## src/hdl/pip_pkg.sv

```systemverilog
// Shared types and constants for the point-in-polygon test block.
package pip_pkg;

  localparam int MAX_VERTICES_DEF = 64;
  localparam int COORD_BITS_DEF   = 16;
  localparam int SLOT_W           = 6;
  localparam int VCOUNT_W         = 7;
  localparam int XCOUNT_W         = 7;
  localparam logic [VCOUNT_W-1:0] VCOUNT_RST = VCOUNT_W'(3);

  typedef enum logic [0:0] {
    FUNC_WRITE = 1'b0,
    FUNC_QUERY = 1'b1
  } func_e;

  typedef enum logic [2:0] {
    S_IDLE,
    S_READ,
    S_WAIT,
    S_CLOSE,
    S_DRAIN,
    S_OUT
  } ctrl_state_e;

  typedef struct packed {
    logic wr_vertex;
    logic start;
    logic rd_en;
    logic close;
    logic load_out;
  } dp_cmd_t;

  typedef struct packed {
    logic n_zero;
    logic rd_last;
    logic pipe_busy;
  } dp_sts_t;

endpackage

```

## src/hdl/pip_dp.sv

```systemverilog
// Datapath: vertex store, edge straddle and cross-multiply test, crossing counter.
module pip_dp
  import pip_pkg::*;
#(
  parameter int MAX_VERTICES = MAX_VERTICES_DEF,
  parameter int COORD_BITS   = COORD_BITS_DEF
) (
  input  logic                         clk_i,
  input  logic                         rst_ni,
  input  dp_cmd_t                      cmd_i,
  output dp_sts_t                      sts_o,
  input  logic [SLOT_W-1:0]            vertex_index_i,
  input  logic signed [COORD_BITS-1:0] coord_x_i,
  input  logic signed [COORD_BITS-1:0] coord_y_i,
  input  logic                         cfg_we_i,
  input  logic [VCOUNT_W-1:0]          cfg_wdata_i,
  output logic                         inside_res_o,
  output logic [XCOUNT_W-1:0]          crossing_count_o
);

  localparam int IDX_W = (MAX_VERTICES > 1) ? $clog2(MAX_VERTICES) : 1;
  localparam int CNT_W = $clog2(MAX_VERTICES + 1);
  localparam int VW    = 2 * COORD_BITS;
  localparam int DW    = COORD_BITS + 1;
  localparam int PW    = 2 * DW;

  logic [VW-1:0] mem [MAX_VERTICES];

  logic [VCOUNT_W-1:0]          vcount_q;
  logic [CNT_W-1:0]             n_q, n_d;
  logic [IDX_W-1:0]             rd_idx_q;
  logic signed [COORD_BITS-1:0] px_q, py_q;
  logic [VW-1:0]                rdata_q, prev_q, v0_q;
  logic                         rdv_q, rdfirst_q;
  logic                         wr_ok;

  logic                         edge_go;
  logic [VW-1:0]                ei, ej;
  logic signed [DW-1:0]         a_d, b_d, c_d, e_d;
  logic signed [DW-1:0]         a_q, b_q, c_q, e_q;
  logic                         up_d, down_d, up_q, down_q, dv_q;
  logic signed [PW-1:0]         p1_d, p2_d, p1_q, p2_q;
  logic                         up2_q, down2_q, mv_q, hit;
  logic [XCOUNT_W-1:0]          count_q, res_count_q;

  // config register
  always_ff @(posedge clk_i or negedge rst_ni) begin
    if (!rst_ni) begin
      vcount_q <= VCOUNT_RST;
    end else if (cfg_we_i) begin
      vcount_q <= cfg_wdata_i;
    end
  end

  always_comb begin
    if (int'(vcount_q) > MAX_VERTICES) begin
      n_d = CNT_W'(MAX_VERTICES);
    end else begin
      n_d = CNT_W'(vcount_q);
    end
  end

  assign wr_ok = cmd_i.wr_vertex && (int'(vertex_index_i) < MAX_VERTICES);

  // vertex store: one write, one registered read
  always_ff @(posedge clk_i) begin
    if (wr_ok) begin
      mem[IDX_W'(vertex_index_i)] <= {coord_y_i, coord_x_i};
    end
    if (cmd_i.rd_en) begin
      rdata_q <= mem[rd_idx_q];
    end
  end

  always_ff @(posedge clk_i) begin
    if (cmd_i.start) begin
      px_q <= coord_x_i;
      py_q <= coord_y_i;
      n_q  <= n_d;
    end
  end

  always_ff @(posedge clk_i or negedge rst_ni) begin
    if (!rst_ni) begin
      rd_idx_q  <= '0;
      rdv_q     <= 1'b0;
      rdfirst_q <= 1'b0;
    end else begin
      rdv_q <= cmd_i.rd_en;
      if (cmd_i.start) begin
        rd_idx_q <= '0;
      end else if (cmd_i.rd_en) begin
        rd_idx_q <= rd_idx_q + IDX_W'(1);
      end
      if (cmd_i.rd_en) begin
        rdfirst_q <= (rd_idx_q == '0);
      end
    end
  end

  // edge pair selection: consecutive vertices, or last back to first
  always_comb begin
    edge_go = cmd_i.close || (rdv_q && !rdfirst_q);
    ei      = prev_q;
    ej      = cmd_i.close ? v0_q : rdata_q;
  end

  always_ff @(posedge clk_i) begin
    if (rdv_q) begin
      prev_q <= rdata_q;
      if (rdfirst_q) begin
        v0_q <= rdata_q;
      end
    end
  end

  always_comb begin
    a_d    = DW'($signed(ei[COORD_BITS-1:0])) - DW'(px_q);
    b_d    = DW'($signed(ej[COORD_BITS-1:0])) - DW'(px_q);
    c_d    = DW'($signed(ei[VW-1:COORD_BITS])) - DW'(py_q);
    e_d    = DW'($signed(ej[VW-1:COORD_BITS])) - DW'(py_q);
    up_d   = c_d[DW-1] && !e_d[DW-1];
    down_d = e_d[DW-1] && !c_d[DW-1];
  end

  always_ff @(posedge clk_i) begin
    a_q    <= a_d;
    b_q    <= b_d;
    c_q    <= c_d;
    e_q    <= e_d;
    up_q   <= up_d;
    down_q <= down_d;
  end

  assign p1_d = a_q * e_q;
  assign p2_d = c_q * b_q;

  always_ff @(posedge clk_i) begin
    p1_q    <= p1_d;
    p2_q    <= p2_d;
    up2_q   <= up_q;
    down2_q <= down_q;
  end

  assign hit = (up2_q && (p1_q <= p2_q)) || (down2_q && (p1_q >= p2_q));

  always_ff @(posedge clk_i or negedge rst_ni) begin
    if (!rst_ni) begin
      dv_q    <= 1'b0;
      mv_q    <= 1'b0;
      count_q <= '0;
    end else begin
      dv_q <= edge_go;
      mv_q <= dv_q;
      if (cmd_i.start) begin
        count_q <= '0;
      end else if (mv_q && hit) begin
        count_q <= count_q + XCOUNT_W'(1);
      end
    end
  end

  always_ff @(posedge clk_i) begin
    if (cmd_i.load_out) begin
      res_count_q <= count_q;
    end
  end

  assign inside_res_o     = res_count_q[0];
  assign crossing_count_o = res_count_q;

  assign sts_o.n_zero    = (vcount_q == '0);
  assign sts_o.rd_last   = ((CNT_W'(rd_idx_q) + CNT_W'(1)) == n_q);
  assign sts_o.pipe_busy = rdv_q | dv_q | mv_q;

endmodule

```

## config.mk

```make
export PLATFORM = sky130hd
export DESIGN_NAME = pip_dp
export DESIGN_NICKNAME = d
export VERILOG_FILES = /design/src/hdl/pip_pkg.sv /design/src/hdl/pip_dp.sv
export SDC_FILE = /design/constraint.sdc
export NUM_CORES = 2
export LEC_CHECK = 0
export ABC_AREA = 1
export BUFFER_PORTS_ARGS = -buffer_cell sky130_fd_sc_hd__buf_2
export CAP_MARGIN = 20
export CORE_ASPECT_RATIO = 0.8
export CORE_UTILIZATION = 50
export CTS_CLUSTER_DIAMETER = 50
export DETAILED_ROUTE_END_ITERATION = 8
export PLACE_DENSITY = 0.65
export SYNTH_ARGS = -nofsm -noshare
export SYNTH_HDL_FRONTEND = slang
export SYNTH_SLANG_ARGS = --single-unit
```

## constraint.sdc

```tcl
create_clock -name clk_i -period 6.9 [get_ports clk_i]
set_input_delay 1.725 -clock clk_i [delete_from_list [all_inputs] [get_ports clk_i]]
set_output_delay 1.725 -clock clk_i [all_outputs]
set_load 0.05 [all_outputs]
```

==> run metrics <==
Starting Density 50.5%; total gr overflow 0; WL/cell 25.2 microns; Buffers & Inverters on Critical Path 3; Hold Path Sink up2_q$_DFF_P_; nature of the critical path endpoint flip-flop; top post-synthesis cells by area edfxtp_1, fa_1, o21ai_0, nor2_1, nand2_1; net count after synthesis 10.6k; Post-CTS Resized 0; final worst-path cycle share 94.8%; CP startpoint kind flip-flop; H-tree levels 4; Placeable Area 227000 sq um; crit path cell chain nand2_1, fa_1, fa_1, inv_1, fa_1, fa_1, fa_1, inv_1, fa_1, inv_1, ha_1, nand2_1, nor2_1, nand4_1, o21ai_2, a21boi_1, o21bai_1, nand2_1, nand2_1, xor2_1; Die Wd 537 microns; r2r startpoint c_q[14]$_DFF_P_; CP top delay family adder cells; Final TNS setup 0 ps; Final Hold Viols 0; MaxCap Viol Count 0; Avg Inst Size Synth 11.8 sq um; max_slew headroom 24.1%; share of cells above drive strength 1 7.48%; die area 231000 sq um; commonest cells after routing, fill and taps aside edfxtp_1, nand2_1, nor2_1; top-area cell type share of the netlist area 57.4%; Crit Path Max Fanout 17; worst skew pair latency 890 ps; CTS Sinks 2354; final setup violating endpoints 0; HP Class reg2reg; vias per std cell 5.89; Post-synth EDFFs 2190; drt first-iter violations 9323; CTS Buf Count 238; root cell of the clock tree clkbuf_16; buffers from clock root to sink, at most 3; CP max stage delay 890 ps; crit path time final 6540 ps; Synth area leader edfxtp_1; initial antenna violation count 25; vias in the first global route 73.7k; Final nets 10.5k; DRC 0; status completed; Synth Cell Area 115000 sq um; IO Pins 64; dpl hpwl 195000 microns; maximum number of pins on one net before global-route repair 211; crit path DAT 7310 ps; Slowest cell on crit path dfxtp_1; Synth Warn # 0; post-synthesis instance total 9681; RD Place Congestion 0.889; Worst R2R Setup Slack 360 ps; max-slew violation count 0; hold path depth 0; worst clock skew 61.8 ps; GRT Overall Usage 28.1%; FF+latch count, synth 2354; worst reg2reg path endpoint p2_q[27]$_DFF_P_; share of synthesized registers carrying an async set or reset 1.02%; # port buffers 63; Die Y 430 microns; synth unique cells 61; Seq/Total Area, Yosys 60.4%; CTS Hold Bufs 0; CTS tree done; DRT Wirelength 323000 microns; transition time of the tightest slew-check pin 1140 ps; RSZ-0062 raised after global routing no; cell mode on critical path fa_1; first-pass GRT wire length 479000 microns; vias post-DR 75.5k; Area growth syn-to-layout 10.2%; First-pass DRT Iterations 7; Clock transition at path regs 60 ps; Synth Flop Type edfxtp_1; Hold Path Origin up_q$_DFF_P_; Routed Antenna Nets 0; max frequency 153 MHz; crit path kind reg2reg; FILL cells 18.7k; worst reg2reg path depth 20; commonest non-fill, non-tap cell in the layout edfxtp_1; Setup Buffers After CTS 0; FP Rows 156; Req. time, crit path 7670 ps
-- cells by family after synthesis --
kind of cell | Yosys count | share of synthesized area (%)
buffers and inverters | 1673 | 5.93
xor gates and xnor gates | 143 | 1.09
AOI/OAI and AO/OA | 1951 | 9.88
and+or+nand+nor | 2690 | 9.35
muxes | 3 | 0.0273
adders and majority gates | 867 | 13.4
DFF | 2354 | 60.4
-- flip-flops by register name (all words and copies together) (netlist names), 32 cells and up --
| signal | flops |
|---|---|
| ei | 32 |
| v0_q | 32 |
| mem | 2048 |
| rdata_q | 32 |
| p1_q | 34 |
| p2_q | 34 |
-- area by class of cell --
cell class	count	area, sq um	share of cell area (%)
clock inverters	163	1820	1.44
diodes	4	10.0	0.00793
well taps	3002	3760	2.97
repair buffers	268	2050	1.62
inverters	1093	4120	3.27
clock buffers	280	6190	4.90
multi-input cells	5654	39100	31.0
flip-flops and latches	2354	69200	54.8
-- cells in the mapped netlist, drive strengths merged (5+ instances only) --
cell type,number
edfxtp,2190
nor2,1191
nand2,1133
o21ai,1104
inv,1092
fa,596
clkbuf,402
o22ai,325
ha,271
nand3,253
o221ai,194
a21oi,193
buf,178
dfxtp,140
xor2,87
o211ai,66
nand4,64
xnor2,56
dfrtp,22
nor4,16
nor3,15
a21o,13
o21bai,13
or2,13
a21boi,9
a31oi,8
o31ai,6
a221oi,5
-- worst max-delay path by stage --
stage                         start                    to  slack [ps]  depth (start not counted)
CTS                 c_q[14]$_DFF_P_      p2_q[27]$_DFF_P_         410                         20
global placement    c_q[14]$_DFF_P_      p2_q[27]$_DFF_P_         510                         20
floorplan                  cmd_i[4]  mem[48][0]$_DFFE_PP_        1050                          3
global route        c_q[14]$_DFF_P_      p2_q[27]$_DFF_P_          80                         20
detailed placement  c_q[14]$_DFF_P_      p2_q[27]$_DFF_P_         450                         20
finish              c_q[14]$_DFF_P_      p2_q[27]$_DFF_P_         360                         20
-- metrics by stage --
step                util, %  instance area (sq um)  hold slack, ps  setup WS, ps  std cells
finish                 55.7                 126000             327           357      12800
global route           55.7                 126000             343          76.7      12800
CTS                    55.7                 126000             327           410      12800
detailed placement     52.1                 118000             315           453      12400
global placement       52.1                 118000             312           511      12400
floorplan                 -                 115000             310          1050       9681
-- routing by layer --
metal  wire length (microns)  global-route usage (%)  vias up
met2                  143000                    42.1     3754
met4                    9740                    8.48       14
met1                  135000                    41.3    37900
li1                        -                       -    33300
met3                   35700                    5.79      496
met5                      83                       0        -
Power is left out: the tool's default activity adds up to more than one toggle a clock period on the data nets, which glitch-free logic cannot reach.
